==> src/design/fjam_pkg.sv <==
`timescale 1ns / 1ps
package fjam_pkg;

    localparam int ID_W        = 6;
    localparam int FLOW_IDS    = 1 << ID_W;
    localparam int FLOWS_DEF   = 64;
    localparam int TIME_W      = 32;
    localparam int CNT_W       = 16;
    localparam int GAP_W       = 33;
    localparam int GAP_WIDE_W  = 35;
    localparam int MS_W        = 49;
    localparam int DIV_W       = 50;
    localparam int DVS_W       = 16;
    localparam int TH_W        = 52;
    localparam int TOT_W       = 7;
    localparam int ALERT_TOT_W = 32;
    localparam int S_DATA_W    = 40;
    localparam int M_DATA_W    = 120;

    localparam int DIV_ITER_W      = 5;
    localparam int DIV_SHORT_SHIFT = DIV_W - TIME_W;

    localparam logic [DIV_ITER_W-1:0] DIV_SHORT_ITER = DIV_ITER_W'(TIME_W / 2);
    localparam logic [DIV_ITER_W-1:0] DIV_LONG_ITER  = DIV_ITER_W'(DIV_W / 2);

    localparam logic [CNT_W-1:0]       CNT_MAX        = '1;
    localparam logic [CNT_W-1:0]       CNT_MIN_OLD    = CNT_W'(2);
    localparam logic [CNT_W-1:0]       ANOM_MIN_COUNT = CNT_W'(4);
    localparam logic [TOT_W-1:0]       TOT_MAX        = '1;
    localparam logic [ALERT_TOT_W-1:0] ALERT_TOT_MAX  = '1;

    localparam logic signed [GAP_WIDE_W-1:0] GAP_SUM_MAX = 35'sd4294967295;
    localparam logic signed [GAP_WIDE_W-1:0] GAP_SUM_MIN = -35'sd4294967295;
    localparam logic signed [DIV_W-1:0]      MS_MAX      = 50'sd281474976710655;
    localparam logic signed [DIV_W-1:0]      MS_MIN      = -50'sd281474976710656;

    typedef struct packed {
        logic [TIME_W-1:0]       last_arrival;
        logic [CNT_W-1:0]        pkt_count;
        logic signed [GAP_W-1:0] gap_sum;
        logic signed [MS_W-1:0]  mean_sum;
        logic                    flagged;
        logic [CNT_W-1:0]        alert_count;
    } entry_t;

endpackage

==> src/design/fjam_div.sv <==
`timescale 1ns / 1ps
module fjam_div (
    input  logic                                  clk,
    input  logic                                  rst_n,
    input  logic                                  start,
    input  logic                                  short_run,
    input  logic signed [fjam_pkg::DIV_W-1:0]     dividend,
    input  logic [fjam_pkg::DVS_W-1:0]            divisor,
    output logic                                  done,
    output logic signed [fjam_pkg::DIV_W-1:0]     quotient
);

    logic                                busy_reg;
    logic                                fin_reg;
    logic                                done_reg;
    logic [fjam_pkg::DIV_ITER_W-1:0]     cnt_reg;
    logic                                neg_reg;
    logic [fjam_pkg::DVS_W-1:0]          rem_reg;
    logic [fjam_pkg::DIV_W-1:0]          quo_reg;
    logic signed [fjam_pkg::DIV_W-1:0]   quotient_reg;

    logic [fjam_pkg::DIV_W-1:0]          mag;
    logic [fjam_pkg::DVS_W:0]            r1;
    logic [fjam_pkg::DVS_W:0]            r2;
    logic [fjam_pkg::DVS_W:0]            dv;
    logic                                ge1;
    logic                                ge2;
    logic [fjam_pkg::DVS_W-1:0]          rem1;
    logic [fjam_pkg::DVS_W-1:0]          rem2;
    logic [fjam_pkg::DIV_W-1:0]          quo_next;

    assign mag = dividend[fjam_pkg::DIV_W-1] ? fjam_pkg::DIV_W'(-dividend)
                                             : fjam_pkg::DIV_W'(dividend);
    assign dv  = {1'b0, divisor};

    always_comb
    begin
        r1       = {rem_reg, quo_reg[fjam_pkg::DIV_W-1]};
        ge1      = (r1 >= dv);
        rem1     = ge1 ? fjam_pkg::DVS_W'(r1 - dv) : r1[fjam_pkg::DVS_W-1:0];
        r2       = {rem1, quo_reg[fjam_pkg::DIV_W-2]};
        ge2      = (r2 >= dv);
        rem2     = ge2 ? fjam_pkg::DVS_W'(r2 - dv) : r2[fjam_pkg::DVS_W-1:0];
        quo_next = {quo_reg[fjam_pkg::DIV_W-3:0], ge1, ge2};
    end

    always_ff @(posedge clk or negedge rst_n)
    begin
        if (!rst_n)
        begin
            busy_reg <= 1'b0;
            fin_reg  <= 1'b0;
            done_reg <= 1'b0;
            cnt_reg  <= '0;
        end
        else
        begin
            done_reg <= fin_reg;
            fin_reg  <= 1'b0;
            if (start)
            begin
                busy_reg <= 1'b1;
                cnt_reg  <= short_run ? fjam_pkg::DIV_SHORT_ITER : fjam_pkg::DIV_LONG_ITER;
            end
            else if (busy_reg)
            begin
                cnt_reg <= cnt_reg - fjam_pkg::DIV_ITER_W'(1);
                if (cnt_reg == fjam_pkg::DIV_ITER_W'(1))
                begin
                    busy_reg <= 1'b0;
                    fin_reg  <= 1'b1;
                end
            end
        end
    end

    always_ff @(posedge clk)
    begin
        if (start)
        begin
            neg_reg <= dividend[fjam_pkg::DIV_W-1];
            rem_reg <= '0;
            quo_reg <= short_run ? (mag << fjam_pkg::DIV_SHORT_SHIFT) : mag;
        end
        else if (busy_reg)
        begin
            rem_reg <= rem2;
            quo_reg <= quo_next;
        end
        if (fin_reg)
        begin
            quotient_reg <= neg_reg ? $signed(-quo_reg) : $signed(quo_reg);
        end
    end

    assign done     = done_reg;
    assign quotient = quotient_reg;

endmodule

==> config.mk <==
export PLATFORM = sky130hd
export DESIGN_NAME = fjam_div
export DESIGN_NICKNAME = d
export VERILOG_FILES = /design/src/design/fjam_pkg.sv /design/src/design/fjam_div.sv
export SDC_FILE = /design/constraint.sdc
export NUM_CORES = 1
export LEC_CHECK = 0
export BUFFER_PORTS_ARGS = -buffer_cell sky130_fd_sc_hd__buf_2
export CAP_MARGIN = 10
export CORE_ASPECT_RATIO = 1.2
export CORE_UTILIZATION = 40
export DETAILED_ROUTE_END_ITERATION = 6
export GPL_TIMING_DRIVEN = 0
export SKIP_CTS_REPAIR_TIMING = 1
export SLEW_MARGIN = 10
export SYNTH_ARGS = -nofsm -noshare
export SYNTH_HDL_FRONTEND = slang
export SYNTH_SLANG_ARGS = --single-unit
==> constraint.sdc <==
create_clock -name clk -period 14.53 [get_ports clk]
set_clock_uncertainty 0.2 [all_clocks]
set_input_delay 2.906 -clock clk [delete_from_list [all_inputs] [get_ports clk]]
set_output_delay 2.906 -clock clk [all_outputs]
set_load 0.05 [all_outputs]
Word level (Yosys, flattened, before mapping)
Index checks and enable logic that the tools add are counted.
{"block": "totals", "ff_bits": 125, "latch_bits": 0, "ramBits": 0, "romBits": 0, "in_bits": 70, "out_inout_bits": 51, "word_cells": 33, "memories": 0}
{"block": "classes", "add_sub_neg": 5, "multipliers": 0, "n_div": 0, "order_cmp": 2, "eq_ne": 1, "n_shift": 0, "muxes": 16, "n_bitwise": 0, "reduce_logical": 1}
{"cell": "50-bit 2-to-1 mux", "n": 5}
{"cell": "50-bit negator", "n": 2}
{"cell": "17-bit by 16-bit greater-or-equal comparator with 1-bit output", "n": 2}
{"cell": "16-bit 2-to-1 mux", "n": 2}
{"cell": "16-bit subtractor", "n": 2}
{"cell": "5-bit 2-to-1 mux", "n": 2}
{"cell": "1-bit 2-to-1 mux", "n": 6}
{"cell": "5-bit by 1-bit == test with 1-bit output, second input constant", "n": 1}
{"cell": "5-bit by 1-bit subtractor with 5-bit output, second input constant", "n": 1}
{"cell": "4-bit 2-to-1 mux", "n": 1}
{"cell": "2-bit nonzero test", "n": 1}

Depth between registers and ports, before layout
Gate-level depths: netlist (run 1).
{"block": "depth", "word_depth": 5, "mapped_depth": 20, "depth_no_buf": 19}

Worst setup path after synthesis (run 1)
Ideal clock, no wire load.
{"block": "synth_timing", "path_kind": "input -> register", "from": "in divisor[11] in the netlist's numbering", "to": "reg rem_reg[13] in the netlist's numbering", "setup_ns": 0.091, "t_arrival_ns": 7.018, "t_required_ns": 14.239, "slack_ns": 7.221, "cell_stages": 18, "n_path_buf": 2, "cell_sequence": "inv_1 > ha_1 > and3_1 > and4_1 > a21oi_1 > a31oi_1 > clkbuf_1 > mux2i_1 > ha_1 > nor2b_1 > o31ai_1 > a2111o_1 > and4b_1 > o221ai_1 > a31oi_1 > buf_2 > nand2_1 > a311oi_1"}
{"block": "synth_via", "elab_chain_cells": 4, "elab_cells_between_ends": 6, "classes_between": "add/sub: 2; order compare: 2; mux: 2"}
{"item": "start: declaration", "line": "fjam_div.sv:8", "source": "input logic [fjam_pkg::DVS_W-1:0] divisor,"}
{"item": "16-bit subtractor / 17-bit by 16-bit greater-or-equal comparator with 1-bit output (equally long branches)", "line": "fjam_div.sv:40, fjam_div.sv:39"}
{"item": "16-bit 2-to-1 mux", "line": "fjam_div.sv:40", "source": "rem1 = ge1 ? fjam_pkg::DVS_W'(r1 - dv) : r1[fjam_pkg::DVS_W-1:0];"}
{"item": "16-bit subtractor / 17-bit by 16-bit greater-or-equal comparator with 1-bit output (equally long branches)", "line": "fjam_div.sv:43, fjam_div.sv:42"}
{"item": "16-bit 2-to-1 mux *", "line": "fjam_div.sv:43", "source": "rem2 = ge2 ? fjam_pkg::DVS_W'(r2 - dv) : r2[fjam_pkg::DVS_W-1:0];"}
{"item": "end signal: assignment", "line": "fjam_div.sv:87", "source": "rem_reg <= rem2;"}
{"item": "end: declaration", "line": "fjam_div.sv:18", "source": "logic [fjam_pkg::DVS_W-1:0] rem_reg;"}
Mark *: on every way between the ends. The rest lies on a longest branch, timed or not.
A chain may end at the register's enable or synchronous reset.

Worst setup path after layout (run 1)
{"block": "layout_timing", "from": "in divisor[11] in the netlist's numbering", "to": "reg rem_reg[9] in the netlist's numbering"}
{"block": "layout_via", "elab_chain_cells": 4, "elab_cells_between_ends": 6, "classes_between": "add/sub: 2; order compare: 2; mux: 2"}
{"item": "17-bit by 16-bit greater-or-equal comparator with 1-bit output / 16-bit subtractor (equally long branches)", "line": "fjam_div.sv:39, fjam_div.sv:40"}
{"item": "16-bit 2-to-1 mux", "line": "fjam_div.sv:40"}
{"item": "16-bit subtractor / 17-bit by 16-bit greater-or-equal comparator with 1-bit output (equally long branches)", "line": "fjam_div.sv:43, fjam_div.sv:42"}
{"item": "16-bit 2-to-1 mux *", "line": "fjam_div.sv:43"}
Marked as above.

==> flow_summary.yaml, run 1 <==
status:
  status: "finished, violations left"
  failed_checks: "design-rule violations"
route:
  drc_errors: 4
  antenna_left: 0
  routed_wl_um: 27000
  drt_iter0_drc: 553
  firstDrtPassIters: 6
  via_per_inst: 5.763
  routedWlPerCell_um: 20.21
  routed-via-count: 7700
cts:
  cts-htree-levels: 4
  cts_sinks: 125
  clock_path_buffers: 2
  cts_made_buffers: 17
  root_buffer: "clkbuf_16"
  clk_pin_slew_worst_paths_ns: 0.06
  tritoncts: "yes"
  clkLatencyLatePin_ns: 0.43
timing:
  rsz0062_at_grt: "no"
  timing.setup.tns_ns: 0
  post-route-period-util: 0.5871
  finalSetupViolations: 0
  min_period_ns: 8.531
  max_freq_ghz: 0.1172
  finalMaxSlewViolations: 0
  tightest_slew_ns: 1.130
  finalHoldViolations: 0
  slew_headroom: 0.2429
final_layout:
  seqCellArea_sq_mm: 0.003555
  layout-drive-gt1-share: 0.1923
  finish.utilization: 0.4813
  fillCellCount: 2085
  multi_input_area_sq_mm: 0.004880
  area_growth_pct: 18.64
  instances_no_fill: 1336
  layout.nets: 1156
synthesis:
  syn_avg_cell_area_sq_um: 9.674
  synthTopCellsByCount: "101 x edfxtp_1, 90 x nand2_1, 80 x xnor2_1"
  synth_warnings: 0
  seq_area_frac_synth: 0.4050
  synth_top_area_frac: 0.3456
  yosysMostFrequentCell: "edfxtp_1"
  yosysUniqueCellTypes: 74
  ys_ff_latch: 125
  syn_area_sq_mm: 0.008775
  netlist_instances: 907
  syn_nets: 1015
  synth_ff_type: "edfxtp_1"
  async_reset_ff_frac: 0.06400
  synth_edf_count: 101
  synth.top_cells.by_area: "edfxtp_1 35%, xnor2_1 8.0%, ha_1 5.1%, nand2_1 3.8%, xor2_1 3.7%"
  yosys.area.top_type: "edfxtp_1"
power_and_ir_drop:
  p_leak_nw: 4.088
  vdd_drop_max_mv: 0.07575
  power_density_mw_per_mm2: 165.9
global_routing:
  grt-ovfl-total: 0
  gr-usage-all-layers: 0.2471
  grt_util_met3: 0.04506
  top_usage_layer: "met2"
  grtUsageMet2: 0.4286
  antenna_found_initial: 3
  grt_pass1_vias: 7536
  grt_pass1_wl_um: 41100
  grt_max_degree: 41
  grt_use_met1: 0.2821
setup_path:
  critPathMaxStageDelay_ns: 0.84
  slowest_stage: "a31oi_1"
  crit_fanout: 10
  cp_num_buf_inv: 4
  endpoint_kind: "flip-flop"
  critPathKind: "input pin to flip-flop"
  startpoint_type: "input pin"
  cp_cell_sequence: "buf_2, inv_1, ha_1, and3_1, and4_1, o211ai_1, a31oi_1, clkbuf_1, mux2i_1, ha_1, nor2b_1, o31ai_1, a2111o_1, and4b_1, o221ai_1, a31oi_1, buf_2, nand2_1, a311oi_1"
  arrival_ns: 8.67
  crit_family: "compound AO/OA/AOI/OAI gates"
  required_ns: 14.66
job:
  maxCapViolCount: 0
floorplanning:
  start_util: 0.4057
  io_pins: 121
  die-width_um: 137.2
  rows: 59
  die-area_sq_mm: 0.02254
  fp.dieH_um: 164.2
  core_sq_mm: 0.02163
place:
  dp_cells: 1303
  gp_routability_congestion: 0.9315
  io_buffers: 120
  hpwl_um: 20620
hold_path:
  hold_class: "flip-flop to flip-flop"
-- power by group --
| group | switching (W) | leakage, nW | internal [W] |
|---|---|---|---|
| Clock | 0.000172 | 0.315 | 0.000304 |
| Sequential | 0.0000513 | 1.24 | 0.000452 |
| Combinational | 0.000423 | 2.53 | 0.000324 |
-- through the flow --
step | power, W | hold slack [ns] | cell area, sq um | setup WS (ns)
finish | 0.001727 | 0.3128 | 10410 | 5.999
CTS | 0.001724 | 0.3137 | 10410 | 6.037
global placement | 0.001240 | 0.2940 | 9718 | 5.669
floorplan | 0.001064 | 0.2434 | 8775 | 7.221
global route | 0.001826 | 0.3403 | 10410 | 5.652
detailed placement | 0.001246 | 0.3013 | 9762 | 5.603
-- area by class of cell --
type / count / share of cell area
antenna: 1 / 0.0002404
buffer: 39 / 0.01430
clock buffer: 17 / 0.04087
inverter: 52 / 0.01875
timing repair buffer: 122 / 0.06154
clock inverter: 15 / 0.02115
multi-input combinational: 691 / 0.4687
sequential: 125 / 0.3415
tap: 274 / 0.03293
-- worst min-delay path, stage by stage (launching register included) --
cell and delay, ns:
dfxtp_1 0.33, nor2_1 0.09, a311oi_1 0.05
-- logic make-up after synthesis --
logic type,share of synthesized area
compound gates,0.1911
xor+xnor,0.1168
fa+ha+maj,0.05590
buf+inv,0.03921
flops,0.4050
mux,0.03294
simple gates,0.1591
-- worst paths after layout --
check,from,end,slack (ns),depth (start not counted)
min in group asynchronous,rst_n,busy_reg$_DFF_PN0_,2.11,1
setup reg to reg,rem_reg[10]$_SDFFE_PP0P_,rem_reg[9]$_SDFFE_PP0P_,8.24,17
max in group asynchronous,rst_n,fin_reg$_DFF_PN0_,11.83,1
hold / removal,rem_reg[9]$_SDFFE_PP0P_,rem_reg[9]$_SDFFE_PP0P_,0.31,2
setup / recovery,divisor[11],rem_reg[9]$_SDFFE_PP0P_,6.00,19
hold reg to reg,rem_reg[9]$_SDFFE_PP0P_,rem_reg[9]$_SDFFE_PP0P_,0.31,2
-- cell usage in the layout (no fill, tap or decap), types with 25 or more instances in the layout --
master	count
edfxtp_1	101
a21oi_1	36
xor2_1	37
nand2_1	89
inv_1	52
nor2_1	44
clkbuf_1	33
o21ai_0	56
o31ai_1	25
xnor2_1	80
ha_1	36
buf_2	122
-- metal layers --
layer,up-vias,share of wire,wire length (um)
li1,3685,-,-
met1,3665,0.40,10670
met2,274,0.50,13370
met3,72,0.060,1618
met4,4,0.049,1320
met5,-,0.0010,27
(Power assumes the default switching activity.)
==> inputs of run 2 (changes only) <==
==> constraint.sdc (replaced) <==
create_clock -name clk -period 7.3 [get_ports clk]
set_clock_uncertainty 0.2 [all_clocks]
set_input_delay 1.46 -clock clk [delete_from_list [all_inputs] [get_ports clk]]
set_output_delay 1.46 -clock clk [all_outputs]
set_load 0.05 [all_outputs]
==> flow_summary.yaml, run 2 (synthesis results as in run 1) <==
route:
  via_per_inst: 5.760
  firstDrtPassIters: 7
  antenna_left: 0
  routed_wl_um: 26980
  routedWlPerCell_um: 20.19
  drc_errors: 4
  drt_iter0_drc: 569
  routed-via-count: 7696
final_layout:
  area_growth_pct: 18.71
  layout_common_cells: "122 x buf_2, 101 x edfxtp_1, 89 x nand2_1"
  finish.utilization: 0.4816
  layout.nets: 1156
  final_common_cell: "buf_2"
  layout-drive-gt1-share: 0.1932
setup_path:
  required_ns: 7.44
  critPathKind: "input pin to flip-flop"
  endpoint_kind: "flip-flop"
  crit_fanout: 10
  arrival_ns: 6.95
  startpoint_type: "input pin"
power_and_ir_drop:
  p_total_w: 0.003443
  power_density_mw_per_mm2: 330.6
  vdd_drop_max_mv: 0.1500
  p_leak_nw: 4.088
floorplanning:
  die-area_sq_mm: 0.02254
  rows: 59
  die-width_um: 137.2
  io_pins: 121
  fp.dieH_um: 164.2
  start_util: 0.4057
  core_sq_mm: 0.02163
timing:
  tightest_slew_ns: 0.8715
  post-route-period-util: 0.9328
  finalMaxSlewViolations: 0
  finalSetupViolations: 0
  finalHoldViolations: 0
  min_period_ns: 6.810
  hold_ws_ns: 0.3145
  slew_headroom: 0.4190
  timing.setup.tns_ns: 0
  max_freq_ghz: 0.1468
  rsz0062_at_grt: "no"
job:
  maxCapViolCount: 0
cts:
  clock_path_buffers: 2
  clkLatencyLatePin_ns: 0.43
  cts_made_buffers: 17
  clk_pin_slew_worst_paths_ns: 0.06
  tritoncts: "yes"
  cts-htree-levels: 4
  root_buffer: "clkbuf_16"
  cts_sinks: 125
global_routing:
  antenna_found_initial: 3
  gr-usage-all-layers: 0.2471
  grt_pass1_wl_um: 41100
  grt_pass1_vias: 7536
  grt_max_degree: 41
  grt-ovfl-total: 0
hold_path:
  hold_class: "flip-flop to flip-flop"
place:
  io_buffers: 120
  hpwl_um: 20620
  gp_routability_congestion: 0.9315
status:
  status: "finished, violations left"
  failed_checks: "design-rule violations"
==> run 2: stage by stage <==
| stage | instance area [sq um] | cells | setup slack (ns) |
|---|---|---|---|
| floorplan | 8775 | 907 | 1.437 |
| global placement | 9718 | 1301 | -0.1146 |
| detailed placement | 9762 | 1303 | -0.1808 |
| CTS | 10410 | 1335 | 0.2528 |
| global route | 10410 | 1335 | 0.07817 |
| finish | 10420 | 1336 | 0.4903 |
==> run 2: path summary, 6_finish.rpt <==
kind	startpoint	depth (start not counted)	slack (ns)	to
max	divisor[11]	19	0.49	rem_reg[9]$_SDFFE_PP0P_
min	rem_reg[8]$_SDFFE_PP0P_	2	0.31	rem_reg[8]$_SDFFE_PP0P_
max reg2reg	rem_reg[10]$_SDFFE_PP0P_	17	1.30	rem_reg[9]$_SDFFE_PP0P_
min reg2reg	rem_reg[8]$_SDFFE_PP0P_	2	0.31	rem_reg[8]$_SDFFE_PP0P_
max in group asynchronous	rst_n	1	6.04	fin_reg$_DFF_PN0_
min in group asynchronous	rst_n	1	0.67	cnt_reg[1]$_DFFE_PN0P_
==> run 2: critical path, stage by stage <==
cell,delay [ns]
buf_2,0.07
inv_1,0.05
ha_1,0.42
and3_1,0.21
and4_1,0.28
o211ai_1,0.18
a31oi_1,0.35
clkbuf_1,0.56
mux2i_1,0.44
ha_1,0.32
nor2b_1,0.15
o31ai_1,0.45
a2111o_1,0.29
and4b_1,0.23
o221ai_1,0.17
a31oi_2,0.56
buf_2,0.38
nand2_1,0.09
a311oi_1,0.25
==> run 2: final cells by class <==
cell class                      count  area [sq um]
Clock buffer                       17         425.4
Clock inverter                     15         220.2
Antenna cell                        1         2.502
Fill cell                        2087         11210
Multi-Input combinational cell    691          4886
Tap cell                          274         342.8
Timing Repair Buffer              122         640.6
Sequential cell                   125          3555
Inverter                           52         195.2
Buffer                             39         148.9
==> run 2: report_power, final <==
group          internal [W]  switching (W)  leakage (nW)
Sequential         0.000899       0.000102          1.24
Clock              0.000605       0.000345         0.315
Combinational      0.000648       0.000844          2.53
==> run 2: metal layers <==
metal,part of all wire,vias up,GRT usage
met5,0.0010,-,0
met1,0.40,3646,0.2821
met2,0.49,286,0.4286
met4,0.049,4,0.1424
li1,-,3689,-
met3,0.060,71,0.04506
